--- src/rtl/assert_macros.svh ---
// Assertion macros shared by the decoder RTL.
`ifndef ASSERT_MACROS_SVH
`define ASSERT_MACROS_SVH
`ifndef SYNTHESIS
// Clocked property, disabled while reset is asserted.
`define ASSERT_PROP(label, clk, rst_n, prop) \
    label: assert property (@(posedge clk) disable iff (!rst_n) (prop)) \
        else $error("assertion failed");
// Condition that must hold at every clock edge out of reset.
`define ASSERT_ALWAYS(label, clk, rst_n, cond) \
    label: assert property (@(posedge clk) disable iff (!rst_n) (cond)) \
        else $error("invariant violated");
`else
`define ASSERT_PROP(label, clk, rst_n, prop)
`define ASSERT_ALWAYS(label, clk, rst_n, cond)
`endif
`endif

--- src/rtl/tked_pkg.sv ---
// Types and constants for the terminal key escape decoder.
package tked_pkg;

    localparam int unsigned TIMEOUT_W = 24;
    localparam logic [TIMEOUT_W-1:0] TIMEOUT_RESET = 24'd150000;

    // Parser phases
    typedef enum logic [1:0] {
        PH_IDLE    = 2'd0,
        PH_ESC     = 2'd1,
        PH_BRACKET = 2'd2,
        PH_SWALLOW = 2'd3
    } phase_t;

    // Key event codes
    typedef enum logic [3:0] {
        EV_NONE  = 4'd0,
        EV_UP    = 4'd1,
        EV_DOWN  = 4'd2,
        EV_RIGHT = 4'd3,
        EV_LEFT  = 4'd4,
        EV_HOME  = 4'd5,
        EV_END   = 4'd6,
        EV_PGUP  = 4'd7,
        EV_PGDN  = 4'd8,
        EV_DEL   = 4'd9,
        EV_MENU  = 4'd10,
        EV_COPY  = 4'd11,
        EV_PASTE = 4'd12,
        EV_FILES = 4'd13,
        EV_CHAR  = 4'd14
    } event_t;

    // Item op codes
    localparam logic OP_BYTE = 1'b0;
    localparam logic OP_TICK = 1'b1;

    // Byte values
    localparam logic [7:0] BYTE_ESC     = 8'h1B;
    localparam logic [7:0] BYTE_CTRL_T  = 8'h14;
    localparam logic [7:0] BYTE_CTRL_C  = 8'h03;
    localparam logic [7:0] BYTE_CTRL_V  = 8'h16;
    localparam logic [7:0] BYTE_CTRL_F  = 8'h06;
    localparam logic [7:0] BYTE_BRACKET = 8'h5B;
    localparam logic [7:0] BYTE_A       = 8'h41;
    localparam logic [7:0] BYTE_B       = 8'h42;
    localparam logic [7:0] BYTE_C       = 8'h43;
    localparam logic [7:0] BYTE_D       = 8'h44;
    localparam logic [7:0] BYTE_H       = 8'h48;
    localparam logic [7:0] BYTE_F       = 8'h46;
    localparam logic [7:0] BYTE_1       = 8'h31;
    localparam logic [7:0] BYTE_3       = 8'h33;
    localparam logic [7:0] BYTE_4       = 8'h34;
    localparam logic [7:0] BYTE_5       = 8'h35;
    localparam logic [7:0] BYTE_6       = 8'h36;
    localparam logic [7:0] BYTE_7       = 8'h37;
    localparam logic [7:0] BYTE_8       = 8'h38;

    // One input item
    typedef struct packed {
        logic       op;
        logic [7:0] byte_value;
    } item_t;

    // One result item
    typedef struct packed {
        event_t     event_code;
        logic [7:0] char_value;
    } result_t;

endpackage

--- src/rtl/tked_parser.sv ---
// Escape parser: phase and tick-count state plus the per-item decode logic.
`include "assert_macros.svh"

module tked_parser #(
    parameter int unsigned TICK_COUNT_WIDTH = 24
) (
    input  logic                                clk,
    input  logic                                rst_n,
    input  logic                                step,
    input  tked_pkg::item_t                     item,
    input  logic [tked_pkg::TIMEOUT_W-1:0]      timeout,
    output tked_pkg::result_t                   result
);

    localparam int unsigned CMP_W = (TICK_COUNT_WIDTH > tked_pkg::TIMEOUT_W) ?
                                    TICK_COUNT_WIDTH : tked_pkg::TIMEOUT_W;

    tked_pkg::phase_t              phase_reg, phase_next;
    logic [TICK_COUNT_WIDTH-1:0]   elapsed_reg, elapsed_next;
    logic [TICK_COUNT_WIDTH-1:0]   elapsed_inc;
    logic                          timed_out;

    // Saturating tick count and timeout compare
    assign elapsed_inc = (elapsed_reg == {TICK_COUNT_WIDTH{1'b1}}) ?
                         elapsed_reg : elapsed_reg + TICK_COUNT_WIDTH'(1);
    assign timed_out   = CMP_W'(elapsed_inc) > CMP_W'(timeout);

    // Next state and event for the item in hand
    always_comb
    begin
        phase_next        = phase_reg;
        elapsed_next      = elapsed_reg;
        result.event_code = tked_pkg::EV_NONE;
        result.char_value = 8'd0;
        if (item.op == tked_pkg::OP_TICK)
        begin
            elapsed_next = elapsed_inc;
            if (phase_reg == tked_pkg::PH_ESC && timed_out)
            begin
                phase_next        = tked_pkg::PH_IDLE;
                result.event_code = tked_pkg::EV_MENU;
            end
        end
        else
        begin
            case (phase_reg)
                tked_pkg::PH_SWALLOW:
                begin
                    phase_next = tked_pkg::PH_IDLE;
                end
                tked_pkg::PH_BRACKET:
                begin
                    phase_next = tked_pkg::PH_IDLE;
                    case (item.byte_value)
                        tked_pkg::BYTE_A: result.event_code = tked_pkg::EV_UP;
                        tked_pkg::BYTE_B: result.event_code = tked_pkg::EV_DOWN;
                        tked_pkg::BYTE_C: result.event_code = tked_pkg::EV_RIGHT;
                        tked_pkg::BYTE_D: result.event_code = tked_pkg::EV_LEFT;
                        tked_pkg::BYTE_H: result.event_code = tked_pkg::EV_HOME;
                        tked_pkg::BYTE_F: result.event_code = tked_pkg::EV_END;
                        tked_pkg::BYTE_1, tked_pkg::BYTE_7:
                        begin
                            result.event_code = tked_pkg::EV_HOME;
                            phase_next        = tked_pkg::PH_SWALLOW;
                        end
                        tked_pkg::BYTE_4, tked_pkg::BYTE_8:
                        begin
                            result.event_code = tked_pkg::EV_END;
                            phase_next        = tked_pkg::PH_SWALLOW;
                        end
                        tked_pkg::BYTE_5:
                        begin
                            result.event_code = tked_pkg::EV_PGUP;
                            phase_next        = tked_pkg::PH_SWALLOW;
                        end
                        tked_pkg::BYTE_6:
                        begin
                            result.event_code = tked_pkg::EV_PGDN;
                            phase_next        = tked_pkg::PH_SWALLOW;
                        end
                        tked_pkg::BYTE_3:
                        begin
                            result.event_code = tked_pkg::EV_DEL;
                            phase_next        = tked_pkg::PH_SWALLOW;
                        end
                        default: ;  // unknown final byte is dropped
                    endcase
                end
                tked_pkg::PH_ESC:
                begin
                    if (item.byte_value == tked_pkg::BYTE_BRACKET)
                        phase_next = tked_pkg::PH_BRACKET;
                    else
                    begin
                        // lone escape resolved by any other byte; that byte is lost
                        phase_next        = tked_pkg::PH_IDLE;
                        result.event_code = tked_pkg::EV_MENU;
                    end
                end
                default:
                begin
                    case (item.byte_value)
                        tked_pkg::BYTE_ESC:
                        begin
                            phase_next   = tked_pkg::PH_ESC;
                            elapsed_next = '0;
                        end
                        tked_pkg::BYTE_CTRL_T: result.event_code = tked_pkg::EV_MENU;
                        tked_pkg::BYTE_CTRL_C: result.event_code = tked_pkg::EV_COPY;
                        tked_pkg::BYTE_CTRL_V: result.event_code = tked_pkg::EV_PASTE;
                        tked_pkg::BYTE_CTRL_F: result.event_code = tked_pkg::EV_FILES;
                        default:
                        begin
                            result.event_code = tked_pkg::EV_CHAR;
                            result.char_value = item.byte_value;
                        end
                    endcase
                end
            endcase
        end
    end

    // State registers, updated once per processed item
    always_ff @(posedge clk or negedge rst_n)
    begin
        if (!rst_n)
        begin
            phase_reg   <= tked_pkg::PH_IDLE;
            elapsed_reg <= '0;
        end
        else if (step)
        begin
            phase_reg   <= phase_next;
            elapsed_reg <= elapsed_next;
        end
    end

    // A tick outside the escape phase never moves the parser
    `ASSERT_PROP(a_tick_keeps_phase, clk, rst_n,
        step && item.op == tked_pkg::OP_TICK && phase_reg != tked_pkg::PH_ESC
        |=> $stable(phase_reg))
    // ESC while idle arms the parser with a cleared count
    `ASSERT_PROP(a_esc_arms, clk, rst_n,
        step && item.op == tked_pkg::OP_BYTE && phase_reg == tked_pkg::PH_IDLE &&
        item.byte_value == tked_pkg::BYTE_ESC
        |=> phase_reg == tked_pkg::PH_ESC && elapsed_reg == '0)
    // Character data only accompanies a char event
    `ASSERT_ALWAYS(a_char_zero, clk, rst_n,
        result.event_code == tked_pkg::EV_CHAR || result.char_value == 8'd0)
    // Without a step the state holds
    `ASSERT_PROP(a_hold_without_step, clk, rst_n,
        !step |=> $stable(phase_reg) && $stable(elapsed_reg))

endmodule

--- src/rtl/terminal_key_escape_decoder_top.sv ---
// Terminal key escape decoder: input register, parser and result register.
// Flow: an item transfers into the input register, then its result enters the
//   result register; one item per cycle sustained, limited by the single
//   parser state update per cycle; a held result stalls the input stage.
// Reset (rst_n, async low): parser idle, tick count zero, timeout 150000,
//   both pipeline registers empty.
`include "assert_macros.svh"

module terminal_key_escape_decoder_top #(
    parameter int unsigned TICK_COUNT_WIDTH = 24
) (
    input  logic                            clk,
    input  logic                            rst_n,
    input  logic                            item_valid,
    output logic                            item_ready,
    input  logic                            op,
    input  logic [7:0]                      byte_value,
    output logic                            result_valid,
    input  logic                            result_ready,
    output logic [3:0]                      event_code,
    output logic [7:0]                      char_value,
    input  logic                            cfg_valid,
    output logic                            cfg_ready,
    input  logic [tked_pkg::TIMEOUT_W-1:0]  escape_timeout_ticks
);

    logic                               in_valid_reg;
    tked_pkg::item_t                    in_item_reg;
    logic                               out_valid_reg;
    tked_pkg::result_t                  out_result_reg;
    tked_pkg::result_t                  result_next;
    logic [tked_pkg::TIMEOUT_W-1:0]     timeout_reg;
    logic                               advance;

    // Pipeline flow: stage moves whenever the result register is free or drains
    assign advance    = in_valid_reg && (!out_valid_reg || result_ready);
    assign item_ready = !in_valid_reg || advance;
    assign cfg_ready  = 1'b1;

    // Timeout register
    always_ff @(posedge clk or negedge rst_n)
    begin
        if (!rst_n)
            timeout_reg <= tked_pkg::TIMEOUT_RESET;
        else if (cfg_valid)
            timeout_reg <= escape_timeout_ticks;
    end

    // Input register
    always_ff @(posedge clk or negedge rst_n)
    begin
        if (!rst_n)
            in_valid_reg <= 1'b0;
        else if (item_ready)
            in_valid_reg <= item_valid;
    end

    always_ff @(posedge clk)
    begin
        if (item_valid && item_ready)
        begin
            in_item_reg.op         <= op;
            in_item_reg.byte_value <= byte_value;
        end
    end

    // Decode
    tked_parser #(
        .TICK_COUNT_WIDTH (TICK_COUNT_WIDTH)
    ) u_parser (
        .clk     (clk),
        .rst_n   (rst_n),
        .step    (advance),
        .item    (in_item_reg),
        .timeout (timeout_reg),
        .result  (result_next)
    );

    // Result register
    always_ff @(posedge clk or negedge rst_n)
    begin
        if (!rst_n)
            out_valid_reg <= 1'b0;
        else if (advance)
            out_valid_reg <= 1'b1;
        else if (result_ready)
            out_valid_reg <= 1'b0;
    end

    always_ff @(posedge clk)
    begin
        if (advance)
            out_result_reg <= result_next;
    end

    assign result_valid = out_valid_reg;
    assign event_code   = out_result_reg.event_code;
    assign char_value   = out_result_reg.char_value;

    // Each processed item lands in the result register
    `ASSERT_PROP(a_advance_fills, clk, rst_n, advance |=> out_valid_reg)
    // A held result blocks the parser
    `ASSERT_ALWAYS(a_no_overwrite, clk, rst_n,
        !(out_valid_reg && !result_ready && advance))
    // A full input stage with a blocked output refuses new items
    `ASSERT_ALWAYS(a_stall_backpressure, clk, rst_n,
        !(in_valid_reg && out_valid_reg && !result_ready && item_ready))

endmodule

--- config.mk ---
export PLATFORM = sky130hd
export DESIGN_NAME = terminal_key_escape_decoder_top
export DESIGN_NICKNAME = d
export VERILOG_FILES = /design/src/rtl/tked_pkg.sv /design/src/rtl/tked_parser.sv /design/src/rtl/terminal_key_escape_decoder_top.sv
export VERILOG_INCLUDE_DIRS = /design/src /design/src/rtl
export SDC_FILE = /design/constraint.sdc
export NUM_CORES = 1
export LEC_CHECK = 0
export BUFFER_PORTS_ARGS = -buffer_cell sky130_fd_sc_hd__buf_4
export CORE_MARGIN = 1.5
export CORE_UTILIZATION = 59
export DETAILED_ROUTE_END_ITERATION = 8
export PLACE_DENSITY_LB_ADDON = 0.3
export SLEW_MARGIN = 20
export SYNTH_ARGS = -nofsm -noshare
export SYNTH_HDL_FRONTEND = slang
export SYNTH_SLANG_ARGS = --single-unit
--- constraint.sdc ---
create_clock -name clk -period 4.5 [get_ports clk]
set_input_delay 0.45 -clock clk [delete_from_list [all_inputs] [get_ports clk]]
set_output_delay 0.45 -clock clk [all_outputs]
set_load 0.02 [all_outputs]
; ---- Word level (Yosys, flattened, before mapping)
; Index checks and enable logic that the tools add are counted.
[totals]
out_inout_bits = 15
register_bits = 73
[op_classes]
eq_ne = 25
n_lt_le_gt_ge = 1
reduce_logical = 17
add_sub_neg = 1
mux = 18
[ops]
columns = op, count
row1 = 24-bit 2-to-1 mux, 4
row2 = 8-bit by 6-bit == test with 1-bit output (second input constant), 7
row3 = 8-bit by 7-bit == test with 1-bit output (second input constant), 7
row4 = 4-bit one-hot mux with 9 select lines, 1
row5 = 24-bit by 1-bit adder with 24-bit output (second input constant), 1
row6 = 24-bit == test (second input constant), 1
row7 = 8-bit by 5-bit == test with 1-bit output (second input constant), 3
row8 = 24-bit > comparator, 1
row9 = 4-bit one-hot mux with 5 select lines, 1
row10 = 4-bit 2-to-1 mux, 3
row11 = 4-bit one-hot mux with 3 select lines, 1
row12 = 2-bit 2-to-1 mux, 5
row13 = 3-bit OR reduction, 3
row14 = 9-bit OR reduction, 1
row15 = 8-bit by 2-bit == test with 1-bit output (second input constant), 1
row16 = 8-bit by 3-bit == test with 1-bit output (second input constant), 1
row17 = 7-bit OR reduction, 1
row18 = 2-bit one-hot mux with 3 select lines, 1
row19 = 3-bit AND reduction, 2
row20 = 5-bit nonzero test, 1
row21 = 2-bit == test (second input constant), 2
row22 = 2-bit by 1-bit != test with 1-bit output (second input constant), 2
row23 = 2-bit nonzero test, 2
row24 = 1-bit logical AND, 3
row25 = other kinds (4), 7

; ---- Logic depth before layout (Yosys ltp)
; Gate-level depths: netlist (run 1).
[depth]
ltp_word = 6
depth_mapped = 14
depth_no_buf = 12

; ---- By module
; Synthesis (run 1) repeated with hierarchy kept, for this count alone.
[hier_totals]
cells_unflattened = 460
area_unflattened_um2 = 4729.5
[by_module_without_submodules]
columns = module, cells_per_inst, seq_area_each_um2, area_per_inst_um2, instances
row1 = tked_parser, 378, 650.6, 2991.6, 1
row2 = terminal_key_escape_decoder_top, 82, 1291.2, 1737.9, 1

; ---- Worst setup path before layout (run 1)
; Ideal clock, no wire load.
[synth_timing]
path_type = flip-flop to flip-flop
start = reg u_parser.elapsed_reg[12]
end = reg out_result_reg (netlist bit event_code[3]), data pin
path_stages_with_launch = 15
t_arrival_ps = 3158
synth_period_minus_slack_ps = 3325
setup_time_ps = 167
path_slack_ps = 1175
n_path_buf = 3
cell_sequence = dfrtp_1 -> buf_2 -> nand4_2 -> or4_4 -> buf_6 -> o21a_1 -> buf_6 -> nand3_1 -> xnor2_1 -> ha_1 -> nand4_1 -> nor4_1 -> o311ai_0 -> and4_1 -> a211oi_1
[synth_lines]
columns = element, line
row1 = "start, declared", tked_parser.sv:19  ; logic [TICK_COUNT_WIDTH-1:0] elapsed_reg, elapsed_next;
row2 = "start signal, assigned", tked_parser.sv:134  ; elapsed_reg <= elapsed_next;
row3 = "end signal, assigned", terminal_key_escape_decoder_top.sv:93  ; out_result_reg <= result_next;
row4 = "end, declared", terminal_key_escape_decoder_top.sv:30  ; tked_pkg::result_t out_result_reg;

==> key figures, run 1 <==
Route
  – Initial drt markers: 360
  – DRT Wirelength: 10.02 mm
  – Vias per cell: between 6 and 7
  – DRC viols: 0
  – WL/cell: between 15 and 20 um
  – Pre-antenna DRT Iters: 5
  – Detail Route Antenna Nets: 0
  – Vias: roughly 3800

STA
  – Hold slack: roughly 0.14 ns
  – Worst-Margin Slew: between 1 and 1.5 ns
  – # setup viols final: 0
  – Unrepaired setup endpoints after global routing: no
  – Slew headroom: around a quarter
  – Final hold vios: 0
  – Final period utilization: 89.33%
  – Peak Freq: ~250 MHz
  – Clock Skews: between 0.008 and 0.009 ns
  – Pins Over Slew Limit: 0
  – Fin Setup TNS: 0 ns
  – Final min period: about 4 ns

Power and ir drop
  – Static leakage: between 2 and 2.5 nW
  – Sw power: about 0.46 mW
  – Clock power share: a little under a third
  – P_int: 1.137 mW
  – Max IR drop VDD: around 0.00018 V
  – Final Power: around 1.6 mW
  – Comb pwr share: about a fifth
  – Sw Ratio: a little under 30%
  – Register share of total power: roughly half
  – PwrDens: about 320 nW/um^2

Clock tree
  – H-tree Lvls: 3
  – Post-CTS Hold Buffers: 0
  – Inserted Clock Buffers: 9
  – CTS sink cnt: 73
  – Post_cts resized: 0
  – Skew-Pair Late Insertion Delay: approximately 0.34 ns
  – CTS tree: done
  – Number of setup buffers added after CTS: 0
  – CTS Root Cell: clkbuf_8
  – Clk buf depth: 2
  – Clock slew at reported path FFs: 0.07 ns

Setup path
  – Reg2reg start: u_parser.elapsed_reg[5]
  – R2R depth: 11
  – Crit. End Element: flop
  – R2r setup slk: a little under 0.5 ns
  – Startpoint Class: flop
  – CP Data Required Time: between 4 and 5 ns
  – Crit Path Class: reg -> reg
  – Crit-path max FO: 12
  – Crit Reg-Reg Endpoint: event_code[1]
  – Worst Path Arrival: 4.18 ns
  – CP startpoint: u_parser.elapsed_reg[5]

Logic synthesis
  – Area leader, netlist: dfrtp_1
  – Synthesized area: ~4500 sq um
  – Async SR Flop Fraction: ~70%
  – FF+latch count, synth: 73
  – Avg Cell Area, Syn: ~9 sq um
  – Cell count after synthesis: 490
  – Count of different cell masters after synthesis: between 60 and 70
  – YS warnings: 0
  – Synth top area share: between 20 and 25%
  – Main area contributors after synthesis: dfrtp_1 (24%), edfxtp_1 (14%), ha_1 (6.9%)
  – Post-synthesis net count: about 550
  – Main synth FF type: dfrtp_1
  – EDFF count, synth: 21
  – Seq/Total Area, Yosys: a little over two fifths

Place
  – Port Buffers: between 50 and 60
  – DP Area: roughly 4900 sq um
  – Placed insts: 610
  – Detailed Place HPWL: about 7.2 mm
  – RD Place Congestion: between 0.8 and 0.9

Final layout
  – Area Overhead vs Synth: 12.12%
  – Layout cells sized above 1: between 10% and 20%
  – Final Cell Area: 5071 sq um
  – ANT cells: 0
  – Final Non-Filler Cells: between 600 and 700
  – Fillers: about 560
  – # nets final: about 590

Flow run
  – MaxCap Viol Count: 0

Global route
  – Number of antenna violations at the first check in global routing: 0
  – Vias in the first global route: ~3500
  – Grt ovf: 0
  – All-Layer GR Usage: roughly a quarter
  – Largest net degree at the start of global routing: 53
  – First-pass GRT wire length: between 15 and 20 mm

Outcome
  – Outcome: complete, no violations

Floorplan
  – I/O pin cnt: 53
  – DIE HEIGHT: ~91 um
  – Core area: ~7300 sq um
  – Row count: 31
  – DIE WIDTH: between 90 and 100 um
  – Starting Density: 61.70%
  – Die ar.: about 8200 sq um

Worst hold path
  – HP Class: in -> async
synthesized netlist by cell type, types with 4 or more instances:
cell type	count
and2_1	13
xnor2_1	17
o21ai_0	42
o211ai_1	4
nor3_1	6
nand3_1	27
inv_1	36
a31oi_1	15
ha_1	25
dfrtp_1	44
o31ai_1	4
nor2b_1	5
buf_2	6
a41oi_1	6
and3_1	4
xor2_1	5
a21oi_1	17
nand4_1	10
dfstp_2	8
edfxtp_1	21
o21a_1	4
nor4_1	8
nor2_1	17
clkbuf_1	20
nand2b_1	4
nand2_1	52
a211oi_1	4
or3_1	6
routing by layer:
metal	global-route usage, %	wire [um]
met1	37.73	4799
met2	37.03	4334
met3	5.556	744
met4	7.143	136
met5	0	0
layout by cell type (no fill, tap or decap), drive strengths merged, types with 5 or more instances in the layout:
cell type	instances
a41oi	6
a21oi	17
and2	13
xnor2	17
nor4	8
dfstp	8
nand3	27
dfrtp	44
nor2b	5
nand2	52
nand4	12
nor2	17
buf	52
nor3	6
xor2	5
clkbuf	11
edfxtp	21
o21ai	45
or3	6
ha	25
inv	36
a31oi	15
cells by family (layout without fill, tap and decap cells):
family                     after synthesis  count (layout)  share of synthesized area (%)
adders and majority gates               26              26                          7.137
AOI/OAI and AO/OA                      128             128                          18.84
DFF                                     73              73                          42.93
muxes                                    2               2                         0.4979
and+or+nand+nor                        171             171                          20.08
xor gates and xnor gates                22              22                          4.260
buffers and inverters                   67             104                          6.169
other                                    1               1                        0.08291
layout make-up:
type	instances	area (sq um)	share of cell area (%)
repair buffers	52	390.4	7.698
multi-input cells	350	2302	45.40
well taps	99	123.9	2.443
clock buffers	11	131.4	2.591
inverters	36	135.1	2.665
clock inverters	5	46.29	0.9129
flip-flops and latches	73	1942	38.29
how the worst max path moves through the flow:
stage	end	slack [ns]	depth (start not counted)
after floorplan	event_code[3]	1.17	14
after global placement	event_code[3]	0.83	11
after detailed placement	event_code[1]	0.59	11
after CTS	event_code[1]	0.56	11
after global routing	event_code[3]	0.22	11
final	event_code[1]	0.48	11
power groups by stage:
| stage | Clock [mW] | Sequential, mW | Combinational [mW] |
|---|---|---|---|
| after floorplan | 0 | 0.803 | 0.210 |
| after global placement | 0 | 0.807 | 0.300 |
| after detailed placement | 0 | 0.810 | 0.314 |
| after CTS | 0.485 | 0.797 | 0.316 |
| after global routing | 0.519 | 0.806 | 0.353 |
| final | 0.482 | 0.798 | 0.319 |
critical path, stage by stage (launching register included):
cell,delay (ns)
dfrtp_1,0.47
nand4_2,0.20
nor4_1,0.55
o21a_1,0.48
nand3_1,0.15
xnor2_1,0.17
ha_1,0.30
nand4_1,0.18
nor4_1,0.51
o311ai_0,0.30
and4_1,0.30
a211oi_1,0.22
per-stage QoR:
step                      utilization [%]  setup WS, ns
after global placement              66.75        0.8278
after CTS                           69.18        0.5632
after global routing                69.18        0.2159
after floorplan                         -         1.175
after detailed placement            66.75        0.5869
final                               69.18        0.4801
Note: power is estimated with default switching activity, not from simulation.
==> run 2, diff against run 1 <==
- SLEW_MARGIN: 20 -> 10
- SYNTH_HIERARCHICAL: unset -> 1
==> key figures, run 2 <==
Outcome
  – Outcome: complete, no violations

Final layout
  – Layout Utilization: ~68%
  – Commonest non-fill, non-tap cell in the layout: buf_4
  – Register area: between 1500 and 2000 sq um
  – Final Non-Filler Cells: just over 600
  – Most frequent cells in the layout: buf_4 (52), dfrtp_1 (44), nand2_1 (37)
  – Multi-input gate area: 2476 sq um
  – Final Cell Area: 5240 sq um
  – Fillers: between 500 and 600
  – ANT cells: 0
  – Area Overhead vs Synth: 10.79%
  – # nets final: 560
  – Layout cells sized above 1: between 20% and 30%

STA
  – Clock Skews: 0.007731 ns
  – Final hold vios: 0
  – Hold slack: ~0.14 ns
  – Slew headroom: 40.94%
  – Final period utilization: around 83%
  – Peak Freq: around 270 MHz
  – Pins Over Slew Limit: 0
  – Fin Setup TNS: 0 ns
  – Final worst setup slack: a little under 0.8 ns
  – # setup viols final: 0
  – Worst-Margin Slew: between 0.8 and 0.9 ns
  – Final min period: between 3 and 4 ns
  – Unrepaired setup endpoints after global routing: no

Floorplan
  – DIE WIDTH: 92.54 um
  – DIE HEIGHT: between 90 and 100 um
  – I/O pin cnt: between 50 and 60
  – Row count: 32
  – Die ar.: ~8600 sq um
  – Starting Density: between 60% and 70%
  – Core area: slightly below 8000 sq um

Clock tree
  – CTS tree: done
  – H-tree Lvls: 3
  – Number of setup buffers added after CTS: 0
  – Clock slew at reported path FFs: roughly 0.080 ns
  – Post_cts resized: 0
  – Inserted Clock Buffers: 9
  – Post-CTS Hold Buffers: 0
  – CTS sink cnt: 73
  – CTS Root Cell: clkbuf_8
  – Clk buf depth: 2
  – Skew-Pair Late Insertion Delay: 0.34 ns

Power and ir drop
  – Comb pwr share: between 20% and 30%
  – Clock power share: roughly 28%
  – Sw power: approximately 0.53 mW
  – P_int: between 1 and 1.5 mW
  – Max IR drop VDD: just under 0.0002 V
  – Register share of total power: between 40% and 50%
  – Static leakage: approximately 2.3 nW
  – PwrDens: between 300 and 400 nW/um^2
  – Final Power: 1.719 mW
  – Sw Ratio: 30.69%

Place
  – Detailed Place HPWL: 7.078 mm
  – DP Area: 5056 sq um
  – Port Buffers: 51
  – RD Place Congestion: approximately 0.90
  – Setup WS pre-CTS: between 0.8 and 0.9 ns
  – Placed insts: between 500 and 600

Logic synthesis
  – Main area contributors after synthesis: dfrtp_1 (23%), edfxtp_1 (13%), ha_1 (6.6%)
  – FF+latch count, synth: 73
  – Count of different cell masters after synthesis: 75
  – Synth top cells by count: dfrtp_1 (44), nand2_1 (37), inv_1 (32), o21ai_0 (26), ha_1 (25)
  – Area leader, netlist: dfrtp_1
  – Synth top area share: a little under a quarter
  – Post-synthesis net count: 523
  – EDFF count, synth: 21
  – Main synth FF type: dfrtp_1
  – Cell count after synthesis: 460
  – YS warnings: 6
  – Avg Cell Area, Syn: just over 10 sq um
  – Seq/Total Area, Yosys: between 40% and 50%
  – Async SR Flop Fraction: ~71%
  – Synthesized area: between 4000 and 5000 sq um
  – Cell with the most instances after synthesis: dfrtp_1

Global route
  – Largest net degree at the start of global routing: 53
  – First-pass GRT wire length: about 16 mm
  – Grt ovf: 0
  – Number of antenna violations at the first check in global routing: 0
  – Vias in the first global route: about 3500
  – All-Layer GR Usage: between 20 and 25%

Route
  – WL/cell: 16.30 um
  – Vias per cell: slightly above 6
  – Detail Route Antenna Nets: 0
  – DRT Wirelength: between 9 and 10 mm
  – Initial drt markers: 345
  – Pre-antenna DRT Iters: 5
  – Vias: between 3000 and 4000
  – DRC viols: 0

Setup path
  – CP Data Required Time: 4.59 ns
  – Crit. End Element: flop
  – Crit-path max FO: 8
  – Crit Path Class: reg -> reg
  – Worst Path Arrival: about 3.8 ns
  – Startpoint Class: flop

Flow run
  – MaxCap Viol Count: 0

Worst hold path
  – HP Class: in -> async
==> run 2: cell types whose count changed after synthesis, sizes merged, moves of 4 or more <==
cell	previous run	this run
nand2	52	37
inv	36	32
a21oi	17	24
o31ai	4	12
clkbuf	21	10
a41oi	6	2
and3	4	10
nand3	27	15
o21ai	45	28
buf	10	15
a31oi	15	8
nor2	17	21
mux2	2	24
==> run 2: final timing paths <==
kind / start / end / slack [ns] / depth (start not counted)
min: rst_n / timeout_reg[19] / 0.14 / 1
min in group clk: byte_value[0] / in_item_reg[0] / 0.28 / 1
max: u_parser/elapsed_reg[2] / event_code[3] / 0.78 / 13
max reg2reg: u_parser/elapsed_reg[2] / event_code[3] / 0.78 / 13
min reg2reg: in_valid_reg / result_valid / 0.49 / 1
max in group asynchronous: rst_n / u_parser/elapsed_reg[3] / 3.92 / 1
==> run 2: power by group through the flow <==
stage,Sequential [mW],Clock (mW),Combinational (mW)
finish,0.832,0.484,0.403
global placement,0.839,0,0.383
global route,0.842,0.519,0.448
CTS,0.830,0.498,0.402
detailed placement,0.841,0,0.400
floorplan,0.822,0,0.301
==> run 2: cells by family (layout without fill, tap and decap cells) <==
group,count (synthesis),count (layout),synth area share [%]
AO/OA/AOI/OAI,105,105,15.05
other,1,1,0.07929
flip-flops,73,73,41.06
XOR/XNOR,24,24,4.603
buffers and inverters,58,100,6.587
AND/OR/NAND/NOR,149,149,18.49
adder cells (fa/ha/maj),26,26,6.825
multiplexers,24,24,7.302
==> run 2: cell type report <==
type	instances	share of cell area, %
Multi-Input combinational cell	329	47.25
Sequential cell	73	37.06
Timing Repair Buffer	52	7.450
Clock buffer	14	3.319
Tap cell	102	2.436
Inverter	32	2.292
Clock inverter	2	0.1910
==> run 2: critical path: stages, from the launching register on <==
cell and delay [ns]:
dfrtp_1 0.46, and4_1 0.39, nand4_1 0.14, a31oi_1 0.45
buf_4 0.25, nand4_1 0.15, xnor2_1 0.17, ha_1 0.30
nand4_1 0.14, nor2_1 0.19, nand2_1 0.10, nor3_1 0.38
nor2_1 0.08, a31o_2 0.26
==> run 2: per-layer routing <==
layer / up-vias / track usage (%) / part of all wire, %
li1: 1746 / - / -
met1: 1749 / 33.17 / 46
met2: 130 / 38.42 / 47
met3: 25 / 4.844 / 5.4
met4: 0 / 8.333 / 1.7
met5: - / 0 / 0
